==> src/rtl/mggb_pkg.sv <==
// shared types, constants and helpers for the masked gaussian grid blur
// no dependencies; imported by every module of the block

package mggb_pkg;

	// default storage and kernel limits
	localparam int DEF_MAX_WIDTH  = 256;
	localparam int DEF_MAX_HEIGHT = 256;
	localparam int DEF_MAX_RADIUS = 4;

	// field and register widths
	localparam int COORD_W     = 8;
	localparam int SIZE_W      = 9;
	localparam int RADIUS_W    = 3;
	localparam int WEIGHT_W    = 17;
	localparam int CELL_W      = 8;
	localparam int CFG_IDX_W   = 3;
	localparam int CFG_DATA_W  = 17;
	localparam int NUM_WEIGHTS = 5;
	localparam int WIDX_W      = 3;
	localparam int DIST_W      = 4;
	localparam int FRAC_W      = 16;
	// signed window coordinate: covers row plus or minus the largest radius
	localparam int CRD_W       = 10;

	typedef logic [WEIGHT_W-1:0] weight_t;

	localparam weight_t ONE_Q16 = 17'h10000;

	// operation codes
	localparam logic OP_LOAD    = 1'b0;
	localparam logic OP_COMPUTE = 1'b1;

	// register indexes
	localparam logic [CFG_IDX_W-1:0] REG_MAP_WIDTH     = 3'd0;
	localparam logic [CFG_IDX_W-1:0] REG_MAP_HEIGHT    = 3'd1;
	localparam logic [CFG_IDX_W-1:0] REG_KERNEL_RADIUS = 3'd2;
	localparam logic [CFG_IDX_W-1:0] REG_WEIGHT_CENTER = 3'd3;
	localparam logic [CFG_IDX_W-1:0] REG_WEIGHT_ONE    = 3'd4;
	localparam logic [CFG_IDX_W-1:0] REG_WEIGHT_TWO    = 3'd5;
	localparam logic [CFG_IDX_W-1:0] REG_WEIGHT_THREE  = 3'd6;
	localparam logic [CFG_IDX_W-1:0] REG_WEIGHT_FOUR   = 3'd7;

	// unknown cell marker, also the result for an empty sum
	localparam logic signed [CELL_W-1:0] CELL_UNKNOWN = -8'sd1;

	// register reset values
	localparam logic [SIZE_W-1:0]   WIDTH_RESET  = 9'd256;
	localparam logic [SIZE_W-1:0]   HEIGHT_RESET = 9'd256;
	localparam logic [RADIUS_W-1:0] RADIUS_RESET = 3'd2;
	localparam weight_t [NUM_WEIGHTS-1:0] WEIGHT_RESET =
		{17'd8869, 17'd21280, 17'd39750, 17'd57835, 17'd65536};

	// controller to datapath commands
	typedef struct packed {
		logic load_wr;
		logic start;
		logic step;
		logic div_start;
		logic out_load;
	} mggb_cmd_t;

	// datapath to controller status
	typedef struct packed {
		logic item_outside;
		logic walk_last;
		logic pipe_busy;
		logic div_done;
	} mggb_stat_t;

	// one-dimensional weight at a distance, zero beyond the table, capped at one
	function automatic weight_t weight_at(input weight_t [NUM_WEIGHTS-1:0] w,
		input logic [DIST_W-1:0] d);
		weight_t v;
		v = '0;
		if (d < DIST_W'(NUM_WEIGHTS)) begin
			v = w[d[WIDX_W-1:0]];
			if (v > ONE_Q16) begin
				v = ONE_Q16;
			end
		end
		return v;
	endfunction

endpackage

==> src/rtl/mggb_ctrl.sv <==
// controller state machine for the masked gaussian grid blur
// depends on mggb_pkg; drives the datapath through mggb_cmd_t commands

module mggb_ctrl (
	input  logic                clk,
	input  logic                arst_n,
	input  logic                in_valid,
	input  logic                operation,
	input  logic                out_stall,
	input  mggb_pkg::mggb_stat_t stat,
	output logic                in_stall,
	output logic                out_valid,
	output mggb_pkg::mggb_cmd_t  cmd
);
	import mggb_pkg::*;

	typedef enum logic [2:0] {
		ST_IDLE,
		ST_WALK,
		ST_DRAIN,
		ST_DIVIDE,
		ST_DONE
	} state_t;

	state_t state_q;
	logic   out_valid_q;
	logic   accept;

	// commands decoded from state
	always_comb begin
		accept        = in_valid && (state_q == ST_IDLE);
		cmd           = '0;
		cmd.load_wr   = accept && (operation == OP_LOAD);
		cmd.start     = accept && (operation == OP_COMPUTE);
		cmd.step      = (state_q == ST_WALK);
		cmd.div_start = (state_q == ST_DRAIN) && !stat.pipe_busy;
		cmd.out_load  = (state_q == ST_DONE) && (!out_valid_q || !out_stall);
	end

	assign in_stall  = (state_q != ST_IDLE);
	assign out_valid = out_valid_q;

	// state and output valid flag
	always_ff @(posedge clk or negedge arst_n) begin
		if (!arst_n) begin
			state_q     <= ST_IDLE;
			out_valid_q <= 1'b0;
		end else begin
			if (cmd.out_load) begin
				out_valid_q <= 1'b1;
			end else if (!out_stall) begin
				out_valid_q <= 1'b0;
			end
			case (state_q)
				ST_IDLE: begin
					if (cmd.start) begin
						state_q <= stat.item_outside ? ST_DONE : ST_WALK;
					end
				end
				ST_WALK: begin
					if (stat.walk_last) begin
						state_q <= ST_DRAIN;
					end
				end
				ST_DRAIN: begin
					if (!stat.pipe_busy) begin
						state_q <= ST_DIVIDE;
					end
				end
				ST_DIVIDE: begin
					if (stat.div_done) begin
						state_q <= ST_DONE;
					end
				end
				ST_DONE: begin
					if (cmd.out_load) begin
						state_q <= ST_IDLE;
					end
				end
				default: begin
					state_q <= ST_IDLE;
				end
			endcase
		end
	end

endmodule

==> config.mk <==
export PLATFORM = sky130hd
export DESIGN_NAME = mggb_ctrl
export DESIGN_NICKNAME = d
export VERILOG_FILES = /design/src/rtl/mggb_pkg.sv /design/src/rtl/mggb_ctrl.sv
export SDC_FILE = /design/constraint.sdc
export NUM_CORES = 1
export LEC_CHECK = 0
export ABC_AREA = 1
export BUFFER_PORTS_ARGS = -buffer_cell sky130_fd_sc_hd__buf_2
export CORE_AREA = 2 2 39 41
export DETAILED_ROUTE_END_ITERATION = 8
export DIE_AREA = 0 0 41 43
export SLEW_MARGIN = 20
export SYNTH_ARGS = -nofsm -noshare
export SYNTH_HDL_FRONTEND = slang
export SYNTH_SLANG_ARGS = --single-unit
==> constraint.sdc <==
create_clock -name clk -period 3.1 [get_ports clk]
set_clock_uncertainty 0.05 [all_clocks]
set_input_delay 0.31 -clock clk [delete_from_list [all_inputs] [get_ports clk]]
set_output_delay 0.31 -clock clk [all_outputs]
set_load 0.005 [all_outputs]
==> results.yml, run 1 <==
timing:
  layout_worst_path_cycle_share_pct: 54.02
  timing.slew.headroom_pct: 85.66
  unrepaired_setup_endpoints_after_global_routing: "false"
  finalHoldViolations: 0
  achievable-frequency_mhz: 597.1
  postLayoutSetupSlackWorst_ns: 1.425
  final_period_minus_worst_setup_slack_ns: 1.675
  setup_total_negative_slack_ns: 0
  timing_worst_slew_pin_value_ns: 0.2152
  setup_violations: 0
  timing_max_transition_violations_final: 0
synth:
  postSynthNetCount: 57
  synthesis.yosys.warnings: 0
  postSynthRegisterBits: 4
  synthCells: 48
  syn-mean-instance-area_sq_um: 6.725
  ys_seq_area_share_pct: 31.01
  synth_cell_type_count: 13
  syn_std_cell_area_sq_um: 322.8
detailed_routing:
  routed_wirelength_um: 681
  number_of_iterations_in_the_first_detailed_routing_pass: 4
  detail_route.drc_violations: 0
  route.antenna.remaining_nets: 0
  dr_wl_cell_um: 8.205
  detailedRoute.firstIterationViolations: 8
  drt-vias-per-instance: 4.373
  num_vias: 363
placed_design:
  post-place-ws_ns: 1.676
  dp_hpwl_um: 585.3
  place.gp.congestion: 0.7489
  number_of_placed_cells_counting_well_taps: 79
  port_buffers: 15
  place_area_sq_um: 417.9
floorplanning:
  top_level_ports: 16
  placeable_core_region_sq_um: 1384
  die_x_um: 41
  row_count: 14
  die_area_sq_um: 1763
  initial_utilization_pct: 23.33
  floorplan.die.height_um: 43
cts:
  clock_tree_from_tritoncts: "built"
  worstSkewPairLatency_ns: 0.24
  tritoncts.num_buffers: 3
  clock_edge_transition_at_the_registers_on_the_reported_setup_and_hold_paths_ns: 0.04
  h-tree-depth: 1
  clock-root-buffer: "sky130_fd_sc_hd__clkbuf_4"
  tritoncts_num_sinks: 4
  cts-resized-gates: 0
  clockBufferDepth: 2
worst_setup_path:
  critical_path_peak_fanout: 7
  crit_arrival_ns: 1.31
  timing.critical_path.to_type: "output port"
  worst-setup-path-type: "reg2out"
  critical_path.startpoint_type: "flop"
  cp_required_ns: 2.74
global_routing:
  grt_util_met2_pct: 15.31
  top_usage_layer_grt: "met2"
  antenna_found_initial: 0
  gr-usage-met1_pct: 11.69
  groute.usage.overall_pct: 9.768
  grt_pass1_vias: 326
  grt_pass1_wl_um: 1186
  globalRouteMet3Util_pct: 1.571
  grt_max_degree: 8
  total_global_routing_overflow: 0
worst_hold_path:
  worstHoldPathType: "in2reg"
run:
  max_cap_violations: 0
pwr:
  power_density_nw_per_um2: 826.4
  max-vdd-ir-drop_v: 0.0003436
  leakage_nw: 0.2842
run_status:
  run_status: "finished, final reports clean"
final_layout:
  finish.cell_count_without_fillers: 83
  multiInputGateArea_sq_um: 176.4
  layout_common_cells: "15 x sky130_fd_sc_hd__buf_2, 12 x sky130_fd_sc_hd__nand2_1, 10 x sky130_fd_sc_hd__inv_1"
  mostFrequentLayoutCell: "sky130_fd_sc_hd__buf_2"
  design_area_sq_um: 450.4
  drive_gt1_share_pct: 38.81
  antenna-diode-count: 0
  nFillCells: 161
  sequential_cell_area_sq_um: 100.1
  nNetsFinal: 78
  syn_to_final_growth_pct: 39.53
worst max-delay path: stages (launching register included):
cell,delay [ns]
sky130_fd_sc_hd__dfrtp_1,0.44
sky130_fd_sc_hd__nor2_2,0.20
sky130_fd_sc_hd__nand2_2,0.11
sky130_fd_sc_hd__clkinv_4,0.07
sky130_fd_sc_hd__nand2_1,0.06
sky130_fd_sc_hd__nor2_1,0.08
sky130_fd_sc_hd__buf_2,0.11
path summary, 6_finish.rpt:
path                                     endpoint              startpoint  depth (start not counted)  slack, ns
max in group asynchronous  state_q[2]$_DFFE_PN0P_                  arst_n                          2       2.51
setup reg to reg           state_q[2]$_DFFE_PN0P_  state_q[1]$_DFFE_PN0P_                          6       1.91
min in group asynchronous  state_q[0]$_DFFE_PN0P_                  arst_n                          2       0.36
hold reg to reg             out_valid$_DFFE_PN0P_   out_valid$_DFFE_PN0P_                          2       0.45
hold / removal              out_valid$_DFFE_PN0P_               out_stall                          3       0.26
setup / recovery                           cmd[4]  state_q[1]$_DFFE_PN0P_                          6       1.43
power by group:
group	internal [mW]	switching, mW
clock	0.0433	0.0210
sequential	0.0743	0.0256
combinational	0.0843	0.124
stage by stage:
| step | total power, mW | hold WS, ns | util [%] |
|---|---|---|---|
| after floorplan | 0.2485 | -0.03559 | - |
| after global placement | 0.3089 | 0.07185 | 30.20 |
| after detailed placement | 0.3093 | 0.07099 | 30.20 |
| after CTS | 0.3777 | 0.2567 | 32.55 |
| after global routing | 0.4157 | 0.2859 | 32.55 |
| final | 0.3722 | 0.2633 | 32.55 |
what timing repair did:
action | 4_1_cts | 5_1_grt
endpoints found under the hold margin | 4 | 0
buffers inserted | 0 | 0
hold buffers | 1 | 0
metal layers:
layer  part of all wire (%)  vias up
met1                     42      158
li1                       -      189
met4                    2.5        0
met5                      0        -
met3                    6.0        2
met2                     49       14
registers in the layout, summed over array words and instances (netlist names):
register	flops
state_q	3
out_valid	1
cell type report:
type,count,area share (%)
well taps,16,4.444
inverters,11,10.28
clock buffers,3,5.000
flip-flops and latches,4,22.22
repair buffers,16,18.89
multi-input cells,33,39.17
cells in the mapped netlist:
library cell	number	area (sq um)
sky130_fd_sc_hd__nand2_1	12	45.04
sky130_fd_sc_hd__inv_1	10	37.54
sky130_fd_sc_hd__nand3_1	6	30.03
sky130_fd_sc_hd__dfrtp_1	4	100.1
sky130_fd_sc_hd__nor2_1	4	15.01
sky130_fd_sc_hd__nand2_2	3	18.77
sky130_fd_sc_hd__nand4_1	3	18.77
sky130_fd_sc_hd__clkinv_4	1	8.760
sky130_fd_sc_hd__nand3_2	1	10.01
sky130_fd_sc_hd__nor2_2	1	6.260
sky130_fd_sc_hd__nor2_4	1	11.26
sky130_fd_sc_hd__o21ai_1	1	5.000
sky130_fd_sc_hd__o21ai_4	1	16.27
cells by family after synthesis:
group | Yosys count | synth area share, %
flip-flops | 4 | 31.01
buffers and inverters | 11 | 14.34
AND/OR/NAND/NOR | 31 | 48.06
AO/OA/AOI/OAI | 2 | 6.589
Power figures use the tool's default switching activity.
==> run 2: changes to the inputs <==
clock period = 1.63 ns   (was 3.1 ns; I/O delays follow)
==> results.yml, run 2 (synthesized netlist as in run 1, its figures left out) <==
timing:
  setup_total_negative_slack_ns: 0
  finalHoldViolations: 0
  timing_max_transition_violations_final: 0
  layout_worst_path_cycle_share_pct: 94.07
  setup_violations: 0
  final_period_minus_worst_setup_slack_ns: 1.533
  achievable-frequency_mhz: 652.2
  timing_worst_slew_pin_value_ns: 0.2240
  fin_hold_ws_ns: 0.1026
  unrepaired_setup_endpoints_after_global_routing: "false"
  timing.slew.headroom_pct: 85.07
worst_setup_path:
  critical_path.startpoint_type: "flop"
  crit_arrival_ns: 1.32
  r2r_setup_slack_ns: 0.45
  timing.rr.start: "state_q[1]$_DFFE_PN0P_"
  setup.worst_path.end: "cmd[4]"
  timing.critical_path.to_type: "output port"
  critical_path_peak_fanout: 7
  critical_path.startpoint: "state_q[1]$_DFFE_PN0P_"
  cp_required_ns: 1.42
  worst-setup-path-type: "reg2out"
  timing.rr.end: "state_q[2]$_DFFE_PN0P_"
  reg2reg_depth: 6
detailed_routing:
  route.antenna.remaining_nets: 0
  routed_wirelength_um: 659
  detailedRoute.firstIterationViolations: 21
  number_of_iterations_in_the_first_detailed_routing_pass: 4
  drt-vias-per-instance: 4.289
  detail_route.drc_violations: 0
  num_vias: 356
  met2_layer_wire_length_in_the_routed_design_um: 335
  topRoutingLayerUsed: "met4"
  route.layer.met1.wl_um: 271
  met3_wirelength_um: 36
  dr_wl_cell_um: 7.940
floorplanning:
  die_x_um: 41
  initial_utilization_pct: 23.33
  top_level_ports: 16
  placeable_core_region_sq_um: 1384
  die_area_sq_um: 1763
  floorplan.die.height_um: 43
  row_count: 14
placed_design:
  dp_hpwl_um: 559.1
  place.gp.congestion: 0.7491
  port_buffers: 15
cts:
  tritoncts_num_sinks: 4
  worstSkewPairLatency_ns: 0.24
  cts_hold_bufs: 1
  clock_tree_from_tritoncts: "built"
  tritoncts.num_buffers: 3
  h-tree-depth: 1
  clock_edge_transition_at_the_registers_on_the_reported_setup_and_hold_paths_ns: 0.04
  clock-root-buffer: "sky130_fd_sc_hd__clkbuf_4"
  cts-resized-gates: 0
  clockBufferDepth: 2
  cts.repair_timing.setup_buffer_count: 0
final_layout:
  nNetsFinal: 78
  syn_to_final_growth_pct: 39.53
  antenna-diode-count: 0
  drive_gt1_share_pct: 38.81
  largest_register_ff_count: 3
  largest_register: "state_q"
  layout_common_cells: "15 x sky130_fd_sc_hd__buf_2, 12 x sky130_fd_sc_hd__nand2_1, 10 x sky130_fd_sc_hd__inv_1"
  nFillCells: 148
  mostFrequentLayoutCell: "sky130_fd_sc_hd__buf_2"
global_routing:
  grt_pass1_vias: 308
  grt_pass1_wl_um: 1104
  groute.usage.overall_pct: 9.375
  total_global_routing_overflow: 0
  antenna_found_initial: 0
  grt_max_degree: 8
pwr:
  leakage_nw: 0.2842
  power_density_nw_per_um2: 1565
  max-vdd-ir-drop_v: 0.0005758
worst_hold_path:
  worstHoldPathType: "in2reg"
run_status:
  run_status: "finished, final reports clean"
run:
  max_cap_violations: 0
## run 2: cell counts in the layout (fill, tap and decap cells not counted)
Identical to the previous run, type by type.
## run 2: cell type report
| type | count | area (sq um) | area share, % |
|---|---|---|---|
| clock buffer | 3 | 22.52 | 5.000 |
| inverter | 11 | 46.29 | 10.28 |
| timing repair buffer | 16 | 85.08 | 18.89 |
| sequential | 4 | 100.1 | 22.22 |
| tap | 16 | 20.02 | 4.444 |
| multi-input combinational | 33 | 176.4 | 39.17 |
## run 2: per-layer routing
metal  track usage (%)  up-vias
met1             11.40      152
met2             12.50       12
met4             10.00        0
met5                 0        -
li1                  -      190
met3             1.571        2
## run 2: power breakdown
part	internal, mW	leakage, nW	switching, mW
logic	0.160	0.218	0.231
clock network	0.0825	0.0138	0.0427
registers	0.141	0.0522	0.0472
## run 2: how the worst min path moves through the flow
stage / cells after the start / start / to / slack (ns)
floorplan: 0 / arst_n / out_valid$_DFFE_PN0P_ / -0.18
detailed placement: 1 / arst_n / out_valid$_DFFE_PN0P_ / -0.08
global route: 3 / out_stall / out_valid$_DFFE_PN0P_ / 0.15
CTS: 3 / out_stall / out_valid$_DFFE_PN0P_ / 0.1
global placement: 1 / arst_n / out_valid$_DFFE_PN0P_ / -0.08
finish: 3 / out_stall / out_valid$_DFFE_PN0P_ / 0.10
## run 2: critical path: stages, from the launching register on
cell and delay (ns):
sky130_fd_sc_hd__dfrtp_1 0.44, sky130_fd_sc_hd__nor2_2 0.20, sky130_fd_sc_hd__nand2_2 0.11, sky130_fd_sc_hd__clkinv_4 0.07, sky130_fd_sc_hd__nand2_1 0.06, sky130_fd_sc_hd__nor2_1 0.08, sky130_fd_sc_hd__buf_2 0.11
## run 2: through the flow
| stage | instances | setup WS [ns] | area, sq um | power [mW] | utilization, % |
|---|---|---|---|---|---|
| after floorplan | 48 | 0.4907 | 322.8 | 0.4726 | - |
| after global placement | 79 | 0.3825 | 417.9 | 0.5875 | 30.20 |
| after detailed placement | 79 | 0.3461 | 417.9 | 0.5833 | 30.20 |
| after CTS | 83 | 0.08065 | 450.4 | 0.7162 | 32.55 |
| after global routing | 83 | 0.01032 | 450.4 | 0.7733 | 32.55 |
| final | 83 | 0.09670 | 450.4 | 0.7048 | 32.55 |
==> run 3: changes to the inputs <==
ABC_AREA = default   (was 1)
CELL_PAD_IN_SITES_DETAIL_PLACEMENT = 1   (was default)
CELL_PAD_IN_SITES_GLOBAL_PLACEMENT = 1   (was default)
PLACE_DENSITY_LB_ADDON = 0.1   (was default)
==> results.yml, run 3 <==
run_status:
  run_status: "finished, final reports clean"
global_routing:
  grt_pass1_vias: 320
  grt_max_degree: 10
  grt_pass1_wl_um: 1242
  total_global_routing_overflow: 0
  antenna_found_initial: 0
  groute.usage.overall_pct: 10.70
synth:
  synth_common_cells: "4 x sky130_fd_sc_hd__dfrtp_1, 4 x sky130_fd_sc_hd__nand2_1, 3 x sky130_fd_sc_hd__a21oi_1"
  cell_accounting_for_the_most_synthesized_area: "sky130_fd_sc_hd__dfrtp_1"
  postSynthRegisterBits: 4
  syn_std_cell_area_sq_um: 267.8
  ys_seq_area_share_pct: 37.38
  synth-async-reset-ratio_pct: 100.0
  postSynth.topFlopCell: "sky130_fd_sc_hd__dfrtp_1"
  synthesis.yosys.warnings: 0
  synth_edf_count: 0
  synth_top_cells_by_area: "sky130_fd_sc_hd__dfrtp_1 37%, sky130_fd_sc_hd__a21oi_1 5.6%, sky130_fd_sc_hd__mux2_4 5.6%"
  synth_top_area_share_pct: 37.38
  synthCells: 28
  synth_cell_type_count: 18
  postSynthNetCount: 37
  syn-mean-instance-area_sq_um: 9.563
worst_setup_path:
  critical_path.startpoint_type: "flop"
  timing.critical_path.to_type: "output port"
  cp.buffers_inverters: 1
  crit_arrival_ns: 1.34
  critical_path_peak_fanout: 6
  critical-path-slowest-cell: "sky130_fd_sc_hd__dfrtp_2"
  worst-setup-path-type: "reg2out"
  reg2reg_depth: 4
  max_stage_delay_ns: 0.43
  timing.rr.start: "state_q[1]$_DFFE_PN0P_"
  cp_required_ns: 1.42
  r2r_setup_slack_ns: 0.39
  timing.rr.end: "state_q[0]$_DFFE_PN0P_"
  worstPathCellList: "or3_4 -> nor3b_2 -> buf_2"
  cpLargestDelayFamily: "simple AND/OR/NAND/NOR gates"
floorplanning:
  die_x_um: 41
  top_level_ports: 16
  die_area_sq_um: 1763
  initial_utilization_pct: 19.35
  floorplan.die.height_um: 43
  row_count: 14
  placeable_core_region_sq_um: 1384
timing:
  unrepaired_setup_endpoints_after_global_routing: "false"
  setup_violations: 0
  timing_worst_slew_pin_value_ns: 0.2727
  postLayoutSetupSlackWorst_ns: 0.07546
  final_period_minus_worst_setup_slack_ns: 1.555
  finalHoldViolations: 0
  setup_total_negative_slack_ns: 0
  achievable-frequency_mhz: 643.3
  layout_worst_path_cycle_share_pct: 95.37
  timing.slew.headroom_pct: 81.70
  timing_max_transition_violations_final: 0
placed_design:
  place.gp.congestion: 0.6197
  number_of_placed_cells_counting_well_taps: 59
  port_buffers: 15
  place_area_sq_um: 359.1
  dp_hpwl_um: 620.6
  post-place-ws_ns: 0.2727
worst_hold_path:
  hold_path.startpoint: "out_stall"
  whs_path_depth: 3
  worstHoldPathType: "in2reg"
  end_of_the_worst_hold_path: "out_valid$_DFFE_PN0P_"
run:
  max_cap_violations: 0
final_layout:
  largest_register_ff_count: 3
  largest_register: "state_q"
  syn_to_final_growth_pct: 52.80
  finish.cell_count_without_fillers: 65
  antenna-diode-count: 0
  drive_gt1_share_pct: 55.10
  nFillCells: 179
  design_area_sq_um: 409.1
  nNetsFinal: 60
  mostFrequentLayoutCell: "sky130_fd_sc_hd__buf_2"
  layout_common_cells: "15 x sky130_fd_sc_hd__buf_2, 4 x sky130_fd_sc_hd__nand2_1, 3 x sky130_fd_sc_hd__a21oi_1, 3 x sky130_fd_sc_hd__clkbuf_4, 3 x sky130_fd_sc_hd__buf_4"
cts:
  clockBufferDepth: 2
  clock_edge_transition_at_the_registers_on_the_reported_setup_and_hold_paths_ns: 0.04
  worstSkewPairLatency_ns: 0.23
  tritoncts.num_buffers: 3
  h-tree-depth: 1
  tritoncts_num_sinks: 4
  clock_tree_from_tritoncts: "built"
  clock-root-buffer: "sky130_fd_sc_hd__clkbuf_4"
pwr:
  max-vdd-ir-drop_v: 0.0005741
  total_power_mw: 0.6606
  leakage_nw: 0.2036
  power_density_nw_per_um2: 1615
detailed_routing:
  detailedRoute.firstIterationViolations: 3
  met2_layer_wire_length_in_the_routed_design_um: 396
  route.layer.met1.wl_um: 321
  topRoutingLayerUsed: "met3"
  met3_wirelength_um: 72
  detail_route.drc_violations: 0
  drt-vias-per-instance: 4.600
  number_of_iterations_in_the_first_detailed_routing_pass: 2
  routed_wirelength_um: 791
  route.antenna.remaining_nets: 0
  dr_wl_cell_um: 12.17
  num_vias: 299
-- run 3: cell families (layout without fill, tap and decap cells) --
family | Yosys count | after routing | synth area share (%)
compound gates | 8 | 8 | 20.09
buf+inv | 1 | 22 | 4.205
flops | 4 | 4 | 37.38
mux | 1 | 1 | 5.606
simple gates | 14 | 14 | 32.71
-- run 3: power breakdown --
group / internal, mW / switching (mW) / total [mW]
clock network: 0.0822 / 0.0378 / 0.120
logic: 0.198 / 0.147 / 0.344
registers: 0.145 / 0.0512 / 0.196
-- run 3: area by class of cell --
type / count / area [sq um] / area share (%)
Clock buffer: 3 / 22.52 / 5.505
Multi-Input combinational cell: 23 / 156.4 / 38.23
Sequential cell: 4 / 102.6 / 25.08
Tap cell: 16 / 20.02 / 4.893
Timing Repair Buffer: 19 / 107.6 / 26.30
-- run 3: metrics by stage --
stage	hold WS [ns]	utilization, %
floorplan	-0.1826	-
global route	0.1305	29.57
CTS	0.1098	28.30
global placement	-0.07899	25.95
finish	0.1166	29.57
detailed placement	-0.08086	25.95
-- run 3: per-layer routing --
metal | up-vias | GRT usage, %
li1 | 146 | -
met1 | 140 | 11.11
met2 | 13 | 16.25
met3 | 0 | 4.188
met4 | 0 | 8.000
met5 | - | 0
-- run 3: how the worst max path moves through the flow --
stage                                       from      to  slack, ns  cells after the start
after floorplan           state_q[1]$_DFFE_PN0P_  cmd[4]       0.37                      3
after global placement    state_q[0]$_DFFE_PN0P_  cmd[4]       0.32                      3
after detailed placement  state_q[0]$_DFFE_PN0P_  cmd[4]       0.27                      3
after CTS                 state_q[0]$_DFFE_PN0P_  cmd[4]       0.02                      3
after global routing      state_q[1]$_DFFE_PN0P_  cmd[0]      0.002                      5
final                     state_q[0]$_DFFE_PN0P_  cmd[4]       0.08                      3
-- run 3: repair_timing --
action	CTS	global route
gates resized for setup	0	2
hold buffers	1	0
setup endpoints to repair	0	2
hold endpoints to repair	4	0
buffers inserted	0	2
-- run 3: tightest hold or removal path: cells and delay by family --
family / cells / cell delay [ns]
simple gates: 2 / 0.10
buf+inv: 1 / 0.10
